`config.mk`:
```
export PLATFORM = sky130hd
export DESIGN_NAME = etf_queue
export DESIGN_NICKNAME = d
export VERILOG_FILES = /design/src/hdl/etf_pkg.sv /design/src/hdl/etf_queue.sv
export SDC_FILE = /design/constraint.sdc
export NUM_CORES = 1
export LEC_CHECK = 0
export ABC_AREA = 1
export BUFFER_PORTS_ARGS = -buffer_cell sky130_fd_sc_hd__buf_4
export CAP_MARGIN = 30
export CORE_ASPECT_RATIO = 0.8
export CORE_MARGIN = 2
export CORE_UTILIZATION = 50
export CTS_CLUSTER_DIAMETER = 200
export DETAILED_ROUTE_END_ITERATION = 12
export PLACE_DENSITY = 0.74
export SKIP_CTS_REPAIR_TIMING = 1
export SYNTH_ARGS = -nofsm -noshare
export SYNTH_HDL_FRONTEND = slang
export SYNTH_SLANG_ARGS = --single-unit
```
`constraint.sdc`:
```
create_clock -name clock -period 18.5 [get_ports clock]
set_input_delay 0 -clock clock [delete_from_list [all_inputs] [get_ports clock]]
set_output_delay 0 -clock clock [all_outputs]
set_load 0.02 [all_outputs]
```
`src/hdl/etf_pkg.sv`:
```
`timescale 1ns / 1ps
// ----------------------------------------------------------------------------
// etf_pkg
// Shared types, widths and the gradient table of the escape-time pixel unit.
// ----------------------------------------------------------------------------
package etf_pkg;

   localparam int FRAC_BITS  = 56;
   localparam int RE_W       = 131 - FRAC_BITS;
   localparam int RL         = (RE_W + 31) / 32;
   localparam int OPW        = RL * 32;
   localparam int ACC_W      = 64 * RL;
   localparam int LIW        = $clog2(RL);
   localparam int OFF_W      = $clog2(2 * RL);
   localparam int PW_W       = 192;
   localparam int CW         = ACC_W + PW_W + 2 * FRAC_BITS;
   localparam int COLOR_SPAN = 382;

   localparam logic [2:0] REG_MAX_ITER = 3'd0;
   localparam logic [2:0] REG_ESC_LIM  = 3'd1;

   typedef struct packed {
      logic signed [63:0] c_imag;
      logic signed [63:0] c_real;
   } etf_point_type;

   typedef struct packed {
      logic [16:0] escape_count;
      logic [8:0]  color_index;
   } etf_result_type;

   function automatic logic [23:0] gradient(input logic [8:0] idx);
      logic [7:0] j;
      logic [7:0] h;
      logic [23:0] rgb;
      j = {1'b0, idx[6:0]};
      h = (j + 8'd1) >> 1;
      unique case (idx[8:7])
         2'd0: rgb = {8'd0, 8'(2 * j), 8'(8'd64 + j)};
         2'd1: rgb = {h, 8'(8'd255 - h), 8'(8'd192 - j - h)};
         2'd2: rgb = {8'(8'd64 - h), 8'(8'd191 - j - h), h};
         default: rgb = 24'd0;
      endcase
      return rgb;
   endfunction

endpackage

```
`src/hdl/etf_queue.sv`:
```
`timescale 1ns / 1ps
// ----------------------------------------------------------------------------
// etf_queue
// Front end: accepts points and holds up to two of them for the engine.
// ----------------------------------------------------------------------------
module etf_queue import etf_pkg::*; (
   input  logic           clock,
   input  logic           reset,
   input  logic           in_valid,
   output logic           in_ready,
   input  etf_point_type  in_item,
   output logic           out_valid,
   input  logic           out_ready,
   output etf_point_type  out_item
);

   etf_point_type slot_ff [2];
   logic          head_ff, head_in;
   logic [1:0]    count_ff, count_in;
   logic          push, pop;
   logic          tail;

   assign in_ready  = (count_ff != 2'd2);
   assign out_valid = (count_ff != 2'd0);
   assign out_item  = slot_ff[head_ff];
   assign push      = in_valid && in_ready;
   assign pop       = out_valid && out_ready;
   assign tail      = head_ff ^ count_ff[0];

   always_comb begin
      head_in  = pop ? ~head_ff : head_ff;
      count_in = count_ff + {1'b0, push} - {1'b0, pop};
   end

   always_ff @(posedge clock) begin
      if (reset) begin
         head_ff  <= 1'b0;
         count_ff <= 2'd0;
      end else begin
         head_ff  <= head_in;
         count_ff <= count_in;
      end
      if (push) begin
         slot_ff[tail] <= in_item;
      end
   end

endmodule

```
==> results of run 1 <==
[power by group through the flow]
stage / combinational [mW] / sequential (mW) / clock, mW
CTS: 0.692 / 0.903 / 0.484
detailed placement: 0.688 / 0.914 / 0
global route: 0.758 / 0.918 / 0.510
finish: 0.718 / 0.904 / 0.474
floorplan: 0.423 / 0.930 / 0
global placement: 0.665 / 0.906 / 0
[stage by stage]
stage	cell area, µm²	hold slack (ps)
after global placement	11700	167
after floorplan	9530	71.2
after detailed placement	11700	177
final	13800	211
after global routing	13800	202
after CTS	12500	-365
[cell usage after synthesis]
cell type / instances / share of area, %
a21oi_1: 1 / 0.052
buf_6: 6 / 0.71
clkbuf_8: 8 / 1.2
dfxtp_1: 4 / 0.84
edfxtp_1: 256 / 81
ha_1: 2 / 0.26
inv_1: 8 / 0.32
mux2_2: 128 / 15
nand2_1: 7 / 0.28
nand3_1: 2 / 0.11
nor2_1: 8 / 0.32
nor2b_1: 1 / 0.066
xor2_1: 1 / 0.092
[layout by cell type (no fill, tap or decap), drive strengths merged]
cell / instances
buf: 269
edfxtp: 256
dlygate4sd3: 130
mux2: 128
clkbuf: 34
inv: 8
nor2: 8
nand2: 7
clkinv: 6
dfxtp: 4
diode: 2
nand3: 2
ha: 2
bufinv: 2
xor2: 1
nor2b: 1
a21oi: 1
clkinvlp: 1
[worst max-delay path: stages, from the launching register on]
cell	delay, ps
dfxtp_4	820
buf_4	250
buf_16	330
mux2_2	400
buf_4	160
[metal layers]
layer  vias up  share of wire (%)  track usage (%)
met5         -                  0                0
met4         0                2.1             3.92
met3        32                7.9             5.97
met2       220                 51             29.2
met1      2737                 39             21.9
li1       2521                  -                -
[cell type report]
type                       count  area [µm²]
clock buffer                  34         659
sequential                   260        7770
fill                        1125        4970
timing repair buffer         399        3380
tap                          258         323
inverter                       8        30.0
clock inverter                 9        93.8
multi-input combinational    150        1570
antenna                        2        5.00
[sequential cells by signal, summed over array words and instances, names as in the netlist, named ones only]
register / cells
slot_ff: 256
head_ff: 1
count_ff: 2
[final timing paths]
check / start / endpoint / slack [ps] / depth (start not counted)
setup reg to reg: count_ff[0] / slot_ff[1][18] / 16620 / 3
setup / recovery: flip-flop / out_item[65] / 15970 / 4
hold reg to reg: head_ff / flip-flop / 590 / 2
hold / removal: in_valid / slot_ff[1][2] / 210 / 4
[cell families after synthesis]
family                     Yosys count  synth area share, %
AOI/OAI and AO/OA                    1               0.0525
xor gates and xnor gates             1               0.0919
adders and majority gates            2                0.263
buffers and inverters               22                 2.18
DFF                                260                 81.5
muxes                              128                 15.1
and+or+nand+nor                     18                0.762
==> impl_metrics.json, run 1 <==
{
  "cp-start-kind": "flip-flop",
  "clock_path_buffers": 3,
  "max_slew.worst_pin.slew_ps": 730,
  "p_comb_share_pct": 34.3,
  "yosys_warnings": 0,
  "finalClockSkew_ps": 12.7,
  "vias": 5510,
  "via_per_inst": 4.92,
  "drt_first_pass_iters": 4,
  "power_mw": 2.10,
  "cts_tree": "built",
  "p_int_mw": 1.44,
  "drt-initial-drc-count": 258,
  "finalHoldViolations": 0,
  "preCtsSetupSlack_ps": 16130,
  "worst_slack_ps": 15970,
  "drv_slew": 0,
  "grt_pass1_wl_um": 26800,
  "path_class": "flip-flop to output port",
  "netlist_area_um2": 9530,
  "maxCapViolCount": 0,
  "crit_required_ps": 18500,
  "final.setup.tns_ps": 0,
  "insertion_delay_ps": 500,
  "worstPathMaxFanout": 74,
  "power_switching_mw": 0.654,
  "power.density_nw_per_um2": 152,
  "fp.coreArea_um2": 18800,
  "grt_pass1_vias": 4974,
  "cts_buffers": 25,
  "hold_class": "input pin to flip-flop",
  "antenna_found_initial": 2,
  "ctsHtreeMaxLevel": 1,
  "start_util_pct": 50.7,
  "status": "completed",
  "cp-end-kind": "output port",
  "clock_power_share_pct": 22.6,
  "grt_max_degree": 75,
  "drive_above_1_share_pct": 50.1,
  "area_delta_synth_final_pct": 45.2,
  "synthCells": 432,
  "final_util_pct": 73.5,
  "max_slew_margin_pct": 51.3,
  "p_leak_nw": 5.21,
  "vdd_drop_max_mv": 0.126,
  "rsz0062_at_grt": "no",
  "min_period_ps": 2530,
  "die-width_um": 158,
  "crit_arrival_ps": 2530,
  "clkTransAtPathRegs_ps": 60,
  "die_y_um": 127,
  "layout.nets": 978,
  "wire_per_inst_um": 18.8,
  "drc": 0,
  "dp_cells": 944,
  "die_area_um2": 20200,
  "finalCritPeriodShare_pct": 13.7,
  "synth.avg_cell_area_um2": 22.1,
  "cts.sinks": 260,
  "setup_viol": 0,
  "row_count": 45,
  "port_buffers": 261,
  "synth_nets": 566,
  "yosysUniqueCellTypes": 13,
  "stdcell_count": 1120,
  "p_seq_share_pct": 43.1,
  "ant_nets": 0,
  "overflow": 0,
  "wirelength_um": 21000,
  "ys_seq_area_share_pct": 81.5,
  "synth_seq_cells": 260,
  "track_usage_pct": 17.3,
  "dp_hpwl_um": 12100,
  "gp_congestion": 0.736,
  "cts_root_buf": "clkbuf_16",
  "ioPinCount": 262,
  "sw_frac_of_total_pct": 31.2,
  "fmax_mhz": 396
}
Power figures use the tool's default switching activity.
==> run 2, diff against run 1 <==
- clock period: 18.5 -> 2.5 ns (I/O delays scaled with it)
==> run 2 against run 1 <==
Compared with the run above:
- clock power rose to 7.8 times the previous value
- register-to-register slack got worse by 16000 ps
- worst hold slack got worse by 71 ps
- clock-buffer cell count decreased by 3
- non-clock buffer count decreased by 2
- largest cell class unchanged
- die area did not move
- first-iteration DRC count increased by 1.2%
==> impl_metrics.json, run 2 (synthesized netlist as in run 1, its figures left out) <==
{
  "power.density_nw_per_um2": 1130,
  "crit_chain": "buf_4 > mux2_2 > buf_4",
  "grt_max_degree": 83,
  "layout.nets": 977,
  "finalCritPeriodShare_pct": 83.1,
  "regMostFlops": "slot_ff",
  "fp.coreArea_um2": 18800,
  "grt_pass1_wl_um": 25900,
  "port_buffers": 261,
  "overflow": 0,
  "status": "completed",
  "p_comb_share_pct": 34.1,
  "drc": 0,
  "p_seq_share_pct": 42.2,
  "design_area_um2": 13900,
  "row_count": 45,
  "insertion_delay_ps": 510,
  "drt_first_pass_iters": 4,
  "reg_top3": "slot_ff x256, count_ff x2, head_ff x1",
  "power_switching_mw": 4.87,
  "drt-initial-drc-count": 261,
  "cts.sinks": 260,
  "cts_buffers": 26,
  "antenna_found_initial": 0,
  "clkTransAtPathRegs_ps": 60,
  "worstPathMaxFanout": 55,
  "stdcell_count": 1120,
  "vdd_drop_max_mv": 0.829,
  "track_usage_pct": 16.7,
  "crit_required_ps": 2500,
  "p_int_mw": 10.8,
  "largest_register_ffs": 256,
  "dp_hpwl_um": 11700,
  "max_slew_margin_pct": 51.2,
  "reg2reg_depth": 3,
  "cp_slowest_cell": "buf_4",
  "area_delta_synth_final_pct": 45.6,
  "holdPathStages": 7,
  "cp-end-kind": "output port",
  "max_slew.worst_pin.slew_ps": 732,
  "via_per_inst": 4.84,
  "finalClockSkew_ps": 8.97,
  "ant_nets": 0,
  "critical-path-top-delay-family": "buffers and inverters",
  "crit_top_cell": "buf_4",
  "final_util_pct": 73.8,
  "wire_per_inst_um": 18.1,
  "cp.buffers_inverters": 2,
  "worst_slack_ps": 424,
  "vias": 5417,
  "mostFrequentLayoutCells": "buf_4, edfxtp_1, dlygate4sd3_1",
  "ctsHtreeMaxLevel": 1,
  "drive_above_1_share_pct": 51.0,
  "preCtsSetupSlack_ps": 776,
  "mostFrequentLayoutCell": "buf_4",
  "crit_arrival_ps": 2080,
  "rsz0062_at_grt": "no",
  "wirelength_um": 20200,
  "setup_viol": 0,
  "finalHoldViolations": 0,
  "dp_cells": 943,
  "p_leak_nw": 5.24,
  "critPathMaxStageDelay_ps": 570,
  "maxCapViolCount": 0,
  "dpl_cell_area_um2": 11800,
  "start_util_pct": 50.7,
  "cp.depth": 3,
  "gp_congestion": 0.723,
  "hold_class": "input pin to flip-flop",
  "drv_slew": 0,
  "final.setup.tns_ps": 0,
  "num_antenna_cells": 0,
  "clock_power_share_pct": 23.7,
  "ioPinCount": 262,
  "die_area_um2": 20200,
  "cts_tree": "built",
  "cp-start-kind": "flip-flop",
  "clock_path_buffers": 3,
  "grt_pass1_vias": 4973,
  "die_y_um": 127,
  "min_period_ps": 2080,
  "die-width_um": 158,
  "cts_root_buf": "clkbuf_16",
  "fmax_mhz": 482,
  "path_class": "flip-flop to output port",
  "sw_frac_of_total_pct": 31.2
}
==> run 2: area by class of cell <==
type	instances	area, µm²
repair buffers	397	3340
fillers	1123	4930
multi-input cells	150	1590
inverters	8	30.0
flip-flops and latches	260	7770
clock inverters	16	125
clock buffers	31	691
well taps	258	323
==> run 2: tightest hold or removal path: cells and delay by family <==
family        cells  cell delay [ps]
simple gates      5              320
buf+inv           1               90
fa+ha+maj         1              190
==> run 2: layer usage <==
| layer | global-route usage [%] | part of all wire, % | vias up | wire [µm] |
|---|---|---|---|---|
| met1 | 20.6 | 40 | 2667 | 8050 |
| li1 | - | - | 2519 | - |
| met5 | 0 | 0 | - | 0 |
| met3 | 6.17 | 7.7 | 37 | 1560 |
| met2 | 27.5 | 50 | 194 | 10100 |
| met4 | 5.25 | 2.5 | 0 | 500 |
==> run 2: power by group through the flow <==
stage,Sequential [mW],Clock [mW],Combinational (mW)
floorplan,6.65,0,3.18
global placement,6.59,0,5.09
detailed placement,6.67,0,5.17
CTS,6.59,3.76,5.19
global route,6.68,3.93,5.64
finish,6.59,3.70,5.33
==> run 2: path summary, 6_finish.rpt <==
check                            startpoint             end  slack [ps]
worst min-delay path               in_valid     count_ff[1]         140
worst max-delay path              flip-flop    out_item[25]         420
worst min register to register      head_ff       flip-flop         570
worst max register to register  count_ff[0]  slot_ff[1][13]         770
==> run 2: per-stage QoR <==
stage          hold WS, ps  power (mW)
2_1_floorplan         63.8        9.82
3_3_place_gp           161        11.7
3_5_place_dp           170        11.8
4_1_cts               -380        15.5
5_1_grt                181        16.3
6_report               140        15.6
